File: config.mk
export PLATFORM = sky130hd
export DESIGN_NAME = spq_scan
export DESIGN_NICKNAME = d
export VERILOG_FILES = /design/src/sv/spq_pkg.sv /design/src/sv/spq_scan.sv
export SDC_FILE = /design/constraint.sdc
export NUM_CORES = 1
export LEC_CHECK = 0
export BUFFER_PORTS_ARGS = -buffer_cell sky130_fd_sc_hd__buf_2
export CORE_ASPECT_RATIO = 2
export CORE_MARGIN = 1
export CORE_UTILIZATION = 40
export CTS_CLUSTER_SIZE = 10
export DETAILED_ROUTE_END_ITERATION = 12
export GPL_ROUTABILITY_DRIVEN = 0
export PLACE_DENSITY_LB_ADDON = 0.12
export SYNTH_ARGS = -nofsm -noshare
export SYNTH_HDL_FRONTEND = slang
export SYNTH_SLANG_ARGS = --single-unit
File: constraint.sdc
create_clock -name clk -period 6.47 [get_ports clk]
set_input_delay 0.3235 -clock clk [delete_from_list [all_inputs] [get_ports clk]]
set_output_delay 0.3235 -clock clk [all_outputs]
set_load 0.005 [all_outputs]
File: src/sv/spq_pkg.sv
`timescale 1ns / 1ps
// Package for the shared-pool egress queue: sizes, status codes, modes, states.
// No dependencies.
package spq_pkg;
    localparam int SLOT_COUNT      = 64;
    localparam int CHANNEL_COUNT   = 16;
    localparam int PER_CHANNEL_CAP = 16;
    localparam int MAX_FRAME_BYTES = 8;
    localparam int SW = $clog2(SLOT_COUNT);
    localparam int PW = SW + 1;
    localparam int CW = 4;
    localparam int QCW = $clog2(PER_CHANNEL_CAP + 1);
    localparam logic [PW-1:0] NIL = PW'(SLOT_COUNT);

    typedef enum logic [1:0] {
        MODE_PUSH  = 2'd0,
        MODE_POP   = 2'd1,
        MODE_GRANT = 2'd2,
        MODE_FRONT = 2'd3
    } mode_t;

    typedef enum logic [2:0] {
        ST_QUEUED      = 3'd0,
        ST_EVICT_OWN   = 3'd1,
        ST_EVICT_OTHER = 3'd2,
        ST_DROPPED     = 3'd3,
        ST_DONE        = 3'd4,
        ST_EMPTY       = 3'd5
    } status_t;

    typedef enum logic [3:0] {
        S_INIT, S_IDLE, S_SCAN, S_TAKE, S_LINK, S_FREE, S_FILL, S_APPEND,
        S_READ, S_RDATA, S_OUT
    } state_t;
endpackage

File: src/sv/spq_scan.sv
`timescale 1ns / 1ps
// Channel scan unit: steps over the channels one per cycle, finding the fullest
// channel or the next non-empty one from a cursor. Uses spq_pkg.
module spq_scan (
    input  logic                                           clk,
    input  logic                                           rst_n,
    input  logic                                           start,
    input  logic                                           find_max,
    input  logic [spq_pkg::CW-1:0]                         cursor,
    input  logic [spq_pkg::CHANNEL_COUNT-1:0][spq_pkg::QCW-1:0] counts,
    output logic                                           done,
    output logic                                           found,
    output logic [spq_pkg::CW-1:0]                         result
);
    localparam int IW = $clog2(spq_pkg::CHANNEL_COUNT + 1);
    logic                     busy_reg, busy_next;
    logic [IW-1:0]            step_reg, step_next;
    logic [spq_pkg::CW-1:0]   cand_reg, cand_next;
    logic [spq_pkg::QCW-1:0]  best_reg, best_next;
    logic                     found_reg, found_next;
    logic                     mode_reg, mode_next;
    logic [spq_pkg::CW-1:0]   res_reg, res_next;
    logic [spq_pkg::QCW-1:0]  cnt;

    assign cnt = counts[cand_reg];

    always_comb
    begin
        busy_next  = busy_reg;
        step_next  = step_reg;
        cand_next  = cand_reg;
        best_next  = best_reg;
        found_next = found_reg;
        mode_next  = mode_reg;
        res_next   = res_reg;
        done       = 1'b0;
        if (start)
        begin
            busy_next  = 1'b1;
            step_next  = '0;
            cand_next  = find_max ? '0 : cursor;
            best_next  = '0;
            found_next = 1'b0;
            mode_next  = find_max;
            res_next   = '0;
        end
        else if (busy_reg)
        begin
            if (mode_reg)
            begin
                if (cnt > best_reg)
                begin
                    best_next = cnt;
                    res_next  = cand_reg;
                end
            end
            else if (!found_reg && cnt != '0)
            begin
                found_next = 1'b1;
                res_next   = cand_reg;
            end
            cand_next = (cand_reg == spq_pkg::CW'(spq_pkg::CHANNEL_COUNT - 1))
                ? '0 : cand_reg + 1'b1;
            step_next = step_reg + 1'b1;
            if (step_reg == IW'(spq_pkg::CHANNEL_COUNT - 1))
            begin
                busy_next = 1'b0;
                done      = 1'b1;
            end
        end
    end

    always_ff @(posedge clk or negedge rst_n)
    begin
        if (!rst_n)
        begin
            busy_reg  <= 1'b0;
            step_reg  <= '0;
            cand_reg  <= '0;
            best_reg  <= '0;
            found_reg <= 1'b0;
            mode_reg  <= 1'b0;
            res_reg   <= '0;
        end
        else
        begin
            busy_reg  <= busy_next;
            step_reg  <= step_next;
            cand_reg  <= cand_next;
            best_reg  <= best_next;
            found_reg <= found_next;
            mode_reg  <= mode_next;
            res_reg   <= res_next;
        end
    end

    // done pulses while the last candidate is folded in, so take the next values
    assign found  = found_next;
    assign result = res_next;
endmodule
=== After elaboration in Yosys (flattened, before gate mapping) ===
Index checks and enable logic that the tools add are counted.

* Reductions and logical operators: 7
* $add $sub $neg: 2
* Order comparisons: 2
* Mux-type cells: 27
* Equality and inequality tests: 2

{| class="wikitable"
|+ Operators with widths
! cell !! count
|-
| 2-to-1 mux 4 bit || 9
|-
| 2-to-1 mux 5 bit || 7
|-
| binary-select mux 5 bit (select 4 bit) || 1
|-
| 2-to-1 mux 1 bit || 10
|-
| nonzero test 2 bit || 3
|-
| adder 5 x 1 -> 5 bit (second input constant) || 1
|-
| == test 5 x 4 -> 1 bit (second input constant) || 1
|-
| greater-than comparator 5 bit || 1
|-
| < comparator 4 x 5 -> 1 bit (second input constant) || 1
|-
| nonzero test 5 bit || 1
|-
| adder 4 x 1 -> 4 bit (second input constant) || 1
|-
| == test 4 bit (second input constant) || 1
|-
| AND reduction 3 bit || 1
|-
| logical AND 1 bit || 1
|-
| logical NOT 1 bit || 1
|}

* Output and inout bits: 6
* Flip-flop bits (word level): 21

=== Longest topological paths before layout ===
Gate-level depths: netlist (run 1).

* Word-level depth: 8
* Depth in mapped cells: 15

=== Worst setup path before layout (run 1) ===
No wires, ideal clock.

* Path kind: register to output
* Start point: register cand_reg[0] in the netlist's numbering
* End point: output port result[0] in the netlist's numbering
* Setup slack: 3.169 ns
* Stages on the path, launching flop included: 15
* Arrival: 2.977 ns
* Buffers on the path: 2
* Cells stage by stage: dfrtp_1 buf_6 buf_8 mux4_2 a22oi_1 nand2_1 ha_1 nor2b_1 o21ai_1 a21oi_1 nor3_1 nand4b_1 o311ai_1 mux2i_1 nor2_1

* Cells in the longest elaborated chain, start to end: 8
* Elaborated cells on any way between the ends: 10

{| class="wikitable"
|+ Ends and longest elaborated chain
! element !! line !! text
|-
| start: declaration || spq_scan.sv:18 || <nowiki>logic [spq_pkg::CW-1:0] cand_reg, cand_next;</nowiki>
|-
| start signal: assignment || spq_scan.sv:89 || <nowiki>cand_reg <= cand_next;</nowiki>
|-
| parallel branches: the longest is 5 deep, another holds greater-than comparator 5 bit || n/a ||
|-
| 2-to-1 mux 4 bit * || spq_scan.sv:49 || <nowiki>if (mode_reg)</nowiki>
|-
| 2-to-1 mux 4 bit * || spq_scan.sv:47 || <nowiki>else if (busy_reg)</nowiki>
|-
| 2-to-1 mux 4 bit * || spq_scan.sv:37 || <nowiki>if (start)</nowiki>
|-
| end: declaration || spq_scan.sv:13 || <nowiki>output logic [spq_pkg::CW-1:0] result</nowiki>
|}

Mark *: on every way between the ends. The select of a mux whose other input is x is not followed.

=== Worst setup path in the final report (run 1) ===
* Start point: register cand_reg[0] in the netlist's numbering
* End point: output port result[3] in the netlist's numbering

* Cells in the longest elaborated chain, start to end: 8
* Elaborated cells on any way between the ends: 10

{| class="wikitable"
|+ Ends and longest elaborated chain
! element !! line !! text
|-
| binary-select mux 5 bit (select 4 bit) * || spq_scan.sv:25 || <nowiki>assign cnt = counts[cand_reg];</nowiki>
|-
| 2-to-1 mux 5 bit (not written as such) * || spq_scan.sv:25 ||
|-
| parallel branches: the longest is 3 deep, another holds greater-than comparator 5 bit || n/a ||
|-
| 2-to-1 mux 4 bit * || spq_scan.sv:49 ||
|-
| 2-to-1 mux 4 bit * || spq_scan.sv:47 ||
|-
| 2-to-1 mux 4 bit * || spq_scan.sv:37 ||
|}

Marked as above.

==> summary.md, run 1 <==
| Metric | Value |
|---|---|
| Die ar. | 4980 um^2 |
| Worst Path Required | 6.15 ns |
| Mapped cell area | ~1900 um^2 |
| Fin cells | 319 |
| Setup TNS Final | 0 ns |
| Flop2flop setup slack | 2.61 ns |
| Critical path launch point type | register |
| Gr usage total | 22.6% |
| Via Count | 1783 |
| Comb pwr share | around half |
| Sequential area share after synthesis | between 20 and 30% |
| Worst setup path endpoint | result[3] |
| Mean Syn Cell Area | 10.4 um^2 |
| Worst Setup Path Type | reg -> out |
| Pin count of the biggest net entering global routing | 28 |
| Critical Path Sink Type | output pin |
| Routed length per instance | roughly 17 um |
| CP startpoint | cand_reg[0]$_DFFE_PN0P_ |
| CP arrival | 4.13 ns |
| Area delta synth->final | 27.0% |
| Synth Flop Type | dfrtp_1 |
| FF-to-FF Start | cand_reg[0]$_DFFE_PN0P_ |
| Clock network power share | 16.2% |
| Max-cap check violation count | 0 |
| Final period util | 68.9% |
| Vias/cell | roughly 5.6 |
| Syn Nets | between 200 and 300 |
| Layout cells sized above 1 | 47.5% |
| Fmax | 224 MHz |
| WHS | 0.0239 ns |
| DRC errors left | 0 |
| Port buffer count | 93 |
| Max VDD drop | 0.000188 V |
| Final nets | approximately 360 |
| Clk pin slew, worst setup/hold paths | 0.08 ns |
| Max-slew violation count | 0 |
| First-pass GRT wire length | 8780 um |
| Leak | 1.18 nW |
| R2r endpoint | res_reg[3]$_DFF_PN0_ |
| Netlist cell types | 42 |
| CTS tree | yes |
| Status | completed |
| Post-synth EDFFs | 0 |
| Top post-synthesis cells by count | 21 x dfrtp_1, 19 x nor2_1, 18 x mux4_2, 13 x nand2_1, 12 x mux2i_1 |
| Placed cell count | 315 |
| Clock skew | 0.00587 ns |
| RSZ-0062 raised after global routing | false |
| CTS sink count | 21 |
| Setup violators final | 0 |
| Clock period minus final worst setup slack | 4.46 ns |
| P_sw | 204 uW |
| Worst hold path type | in -> async |
| Skew-Pair Late Insertion Delay | 0.26 ns |
| DRT Wirelength | 5270 um |
| Yosys top cell area share | 28.0% |
| Gr ovfl total | 0 |
| Sw frac | 37.8% |
| Post-DRT Antenna Nets | 0 |
| Syn Inst Count | between 150 and 200 |
| Async SR Flop Fraction | 100% |
| CP Max Fanout | 14 |
| Drt pass-1 iters | 4 |
| PD cells | 226 nW/um^2 |
| Sequential share of power | approximately a third |
| Die width | about 50 um |
| Die height | slightly below 100 um |
| Slew @ Worst Pin | ~1.1 ns |
| Internal power | 336 uW |
| HPWL after detailed placement | around 4300 um |
| # hold bufs at CTS | 0 |
| # IOs | 94 |
| Hold Vio Cnt, Final | 0 |
| Worst R2R Path Depth | 13 |
| Placeable Area | 4420 um^2 |
| Ant diodes | 0 |
| Slew margin rel. | 29.2% |
| Final std cell area, no fill | 2380 um^2 |
| Most frequent cell after synthesis | dfrtp_1 |
| Clock Path Buffers | 2 |
| Row count | 34 |
| Postcts setup bufs | 0 |
| Dominant cells by area after synthesis | dfrtp_1 28%, mux4_2 22%, mux2i_1 6.4% |
| Cts repair resizes | 0 |
| Area leader, netlist | dfrtp_1 |
| Register bit total from synthesis | 21 |
| Initial Util | 42.4% |
| Root Driver | clkbuf_8 |
| Initial antenna violation count | 0 |
| Warnings, synthesis | 0 |
| Num CTS Buffers | 3 |
| Initial drt markers | 26 |
| DP Area | 2340 um^2 |
| Htree depth | 1 |
| Vias in the first global route | 1913 |
==> metal layers <==
metal / global-route usage [%] / up-vias / wire length [um]
met2: 43.9 / 85 / 2870
met1: 24.1 / 845 / 1890
met3: 3.09 / 10 / 414
met4: 5.98 / 0 / 96
li1: - / 843 / -
met5: 0 / - / 0
==> stage by stage <==
| step | utilization [%] | power [mW] | setup slack, ns |
|---|---|---|---|
| after floorplan | - | 0.382 | 3.17 |
| after global placement | 52.8 | 0.454 | 2.33 |
| after detailed placement | 52.8 | 0.455 | 2.24 |
| after CTS | 53.8 | 0.545 | 1.95 |
| after global routing | 53.8 | 0.580 | 1.59 |
| final | 53.8 | 0.539 | 2.01 |
==> worst min path at each step <==
stage	startpoint	slack [ns]	depth (start not counted)	end
after CTS	rst_n	0.03	1	step_reg[1]$_DFFE_PN0P_
after global placement	rst_n	0.31	1	res_reg[3]$_DFF_PN0_
after floorplan	rst_n	0.03	0	best_reg[0]$_DFFE_PN0P_
after global routing	rst_n	0.07	1	step_reg[1]$_DFFE_PN0P_
after detailed placement	rst_n	0.32	1	res_reg[3]$_DFF_PN0_
final	rst_n	0.02	1	step_reg[1]$_DFFE_PN0P_
==> cells in the final DEF (no fill, tap or decap), drive strengths merged, types with 5 or more instances in the layout <==
master,netlist,layout
inv,10,10
nor3,6,6
dfrtp,21,21
buf,7,94
a22oi,9,9
mux4,19,19
ha,8,8
nand2,16,16
nor2,19,19
a21oi,9,9
o21ai,5,5
mux2i,12,12
==> final cells by class <==
type | instances | area [um^2]
inverter | 10 | 37.5
fill | 436 | 2040
multi-input combinational | 136 | 1230
tap | 54 | 67.6
clock inverter | 1 | 5.00
clock buffer | 3 | 41.3
timing repair buffer | 94 | 473
sequential | 21 | 526
==> worst max-delay path: stages, from the launching register on <==
cell and delay, ns:
dfrtp_1 0.71, buf_4 0.38, mux4_2 0.53, a22oi_1 0.19
nand2_1 0.14, ha_1 0.31, nor2b_1 0.13, o21ai_1 0.07
a21oi_1 0.14, nor3_1 0.07, nand4b_1 0.43, o311ai_1 0.32
mux2i_1 0.24, nor2_1 0.06, buf_2 0.15
==> logic make-up (layout without fill, tap and decap cells) <==
group,Yosys count,count (layout),synth area share (%)
adders and majority gates,8,8,5.34
AOI/OAI and AO/OA,34,34,12.7
DFF,21,21,28.0
buffers and inverters,24,108,6.27
and+or+nand+nor,57,57,15.0
muxes,33,33,30.8
xor gates and xnor gates,4,4,1.87
==> power groups by stage <==
| stage | clock network (mW) | registers [mW] | logic, mW |
|---|---|---|---|
| floorplan | 0 | 0.162 | 0.219 |
| global placement | 0 | 0.184 | 0.269 |
| detailed placement | 0 | 0.185 | 0.271 |
| CTS | 0.0902 | 0.182 | 0.272 |
| global route | 0.0937 | 0.187 | 0.299 |
| finish | 0.0872 | 0.182 | 0.270 |
No activity file was read; power rests on OpenSTA's default activity.
==> run 2: changes to the inputs <==
==> constraint.sdc (replaced) <==
create_clock -name clk -period 3.65 [get_ports clk]
set_input_delay 0.1825 -clock clk [delete_from_list [all_inputs] [get_ports clk]]
set_output_delay 0.1825 -clock clk [all_outputs]
set_load 0.005 [all_outputs]
==> summary.md, run 2 (synthesized netlist as in run 1, its figures left out) <==
| Metric | Value |
|---|---|
| DRC errors left | 0 |
| Leak | 1.22 nW |
| Vias/cell | 5.51 |
| Die height | 98.8 um |
| Vias in the first global route | 1886 |
| Max-slew violation count | 0 |
| Most common cell after layout, fill and taps aside | buf_2 |
| Hold Vio Cnt, Final | 0 |
| DRT Wirelength | between 5000 and 6000 um |
| Pin count of the biggest net entering global routing | 25 |
| CP Max Fanout | 11 |
| Initial antenna violation count | 0 |
| Ant diodes | 0 |
| Placeable Area | 4420 um^2 |
| Via Count | around 1800 |
| Num CTS Buffers | 3 |
| Post-Place Worst Slack | 0.346 ns |
| Htree depth | 1 |
| RSZ-0062 raised after global routing | false |
| Row count | 34 |
| Initial drt markers | 26 |
| Critical path launch point type | register |
| Total of fill cells in the finished design | around 430 |
| Hold path start | cursor[3] |
| Setup TNS Final | 0 ns |
| Clock period minus final worst setup slack | 3.35 ns |
| Internal power | between 600 and 700 uW |
| Slew margin rel. | 61.7% |
| Final Core Density | 56.3% |
| CP startpoint | cand_reg[0]$_DFFE_PN0P_ |
| Initial Util | between 40% and 50% |
| Critical path's slowest cell | mux4_2 |
| Sequential share of power | 31.0% |
| Comb pwr share | 53.7% |
| Worst hold path type | in -> reg |
| Max VDD drop | 0.000377 V |
| Most frequent cells in the layout | 93 x buf_2, 19 x nor2_1, 19 x dfrtp_1 |
| # IOs | 94 |
| FF-to-FF Start | cand_reg[0]$_DFFE_PN0P_ |
| Final nets | 369 |
| First-pass GRT wire length | 8480 um |
| Clock skew | 0.00867 ns |
| PD cells | 400 nW/um^2 |
| Die width | a little over 50 um |
| Total Power | 996 uW |
| Status | completed |
| Clk pin slew, worst setup/hold paths | 0.07 ns |
| Final period util | 91.9% |
| Worst Path Required | 3.47 ns |
| Worst Setup Path Type | reg -> out |
| Post-DRT Antenna Nets | 0 |
| Root Driver | clkbuf_8 |
| CTS sink count | 21 |
| Clock Path Buffers | 2 |
| Slew @ Worst Pin | between 0.5 and 0.6 ns |
| Crit-path cells | buf_12 > mux4_2 > a22oi_2 > nand2_1 > ha_1 > nor2b_1 > o21ai_1 > a21oi_1 > nor3_2 > nand4b_1 > o311ai_1 > mux2i_1 > nor2_1 > buf_2 |
| Gr usage total | 22.3% |
| CP peak stage delay | 0.51 ns |
| CP arrival | 3.17 ns |
| Sw frac | roughly 37% |
| Flop2flop setup slack | ~0.76 ns |
| CTS tree | yes |
| Max-cap check violation count | 0 |
| Area delta synth->final | 32.7% |
| Final setup margin | between 0.2 and 0.3 ns |
| Setup violators final | 0 |
| P_sw | 369 uW |
| HPWL after detailed placement | around 4300 um |
| Fmax | approximately 300 MHz |
| Critical Path Sink Type | output pin |
| Clock network power share | 15.3% |
| Gr ovfl total | 0 |
| Routed length per instance | 16.3 um |
| WHS | approximately 0.15 ns |
| Port buffer count | 93 |
| Skew-Pair Late Insertion Delay | 0.26 ns |
| Layout cells sized above 1 | 50.4% |
| Drt pass-1 iters | 4 |
| Die ar. | 4980 um^2 |
run 2: metrics by stage:
stage               instances  instance area (um^2)
global placement          318                  2370
floorplan                 181                  1880
detailed placement        318                  2370
finish                    326                  2490
global route              326                  2490
CTS                       323                  2430
run 2: layout make-up:
type	instances	area [um^2]	share of cell area, %
Multi-Input combinational cell	136	1250	50.3
Timing Repair Buffer	101	558	22.4
Sequential cell	21	528	21.2
Tap cell	54	67.6	2.71
Clock buffer	4	45.0	1.81
Inverter	10	37.5	1.51
run 2: what timing repair did:
action / CTS / global route
hold buffers: 1 / 0
hold endpoints to repair: 21 / 0
setup buffers: 0 / 2
endpoints found under the setup margin: 0 / 4
resized for setup: 0 / 6
run 2: power groups by stage:
stage | combinational (mW) | clock, mW | sequential, mW
after floorplan | 0.389 | 0 | 0.288
after global placement | 0.506 | 0 | 0.312
after detailed placement | 0.508 | 0 | 0.312
after CTS | 0.512 | 0.157 | 0.307
after global routing | 0.595 | 0.164 | 0.315
final | 0.535 | 0.152 | 0.309
run 2: worst paths after layout:
kind,endpoint,depth (start not counted)
max,result[3],14
min reg2reg,best_reg[2]$_DFFE_PN0P_,2
min in group asynchronous,found_reg$_DFF_PN0_,2
min,cand_reg[3]$_DFFE_PN0P_,3
max in group asynchronous,cand_reg[0]$_DFFE_PN0P_,2
max reg2reg,res_reg[3]$_DFF_PN0_,13
run 2: metal layers:
metal  up-vias  global-route usage (%)  wire [um]
li1        857                       -          -
met5         -                       0          0
met1       857                    21.7       1810
met4         0                    7.48         99
met2        72                    45.3       3070
met3        11                    2.31        330
run 2: critical path, delay by kind of cell, from the launching register on:
family                     cells  cell delay (ns)
and+or+nand+nor                5             0.57
muxes                          2             0.75
adders and majority gates      1             0.30
DFF                            1             0.40
AOI/OAI and AO/OA              4             0.59
buffers and inverters          2             0.30
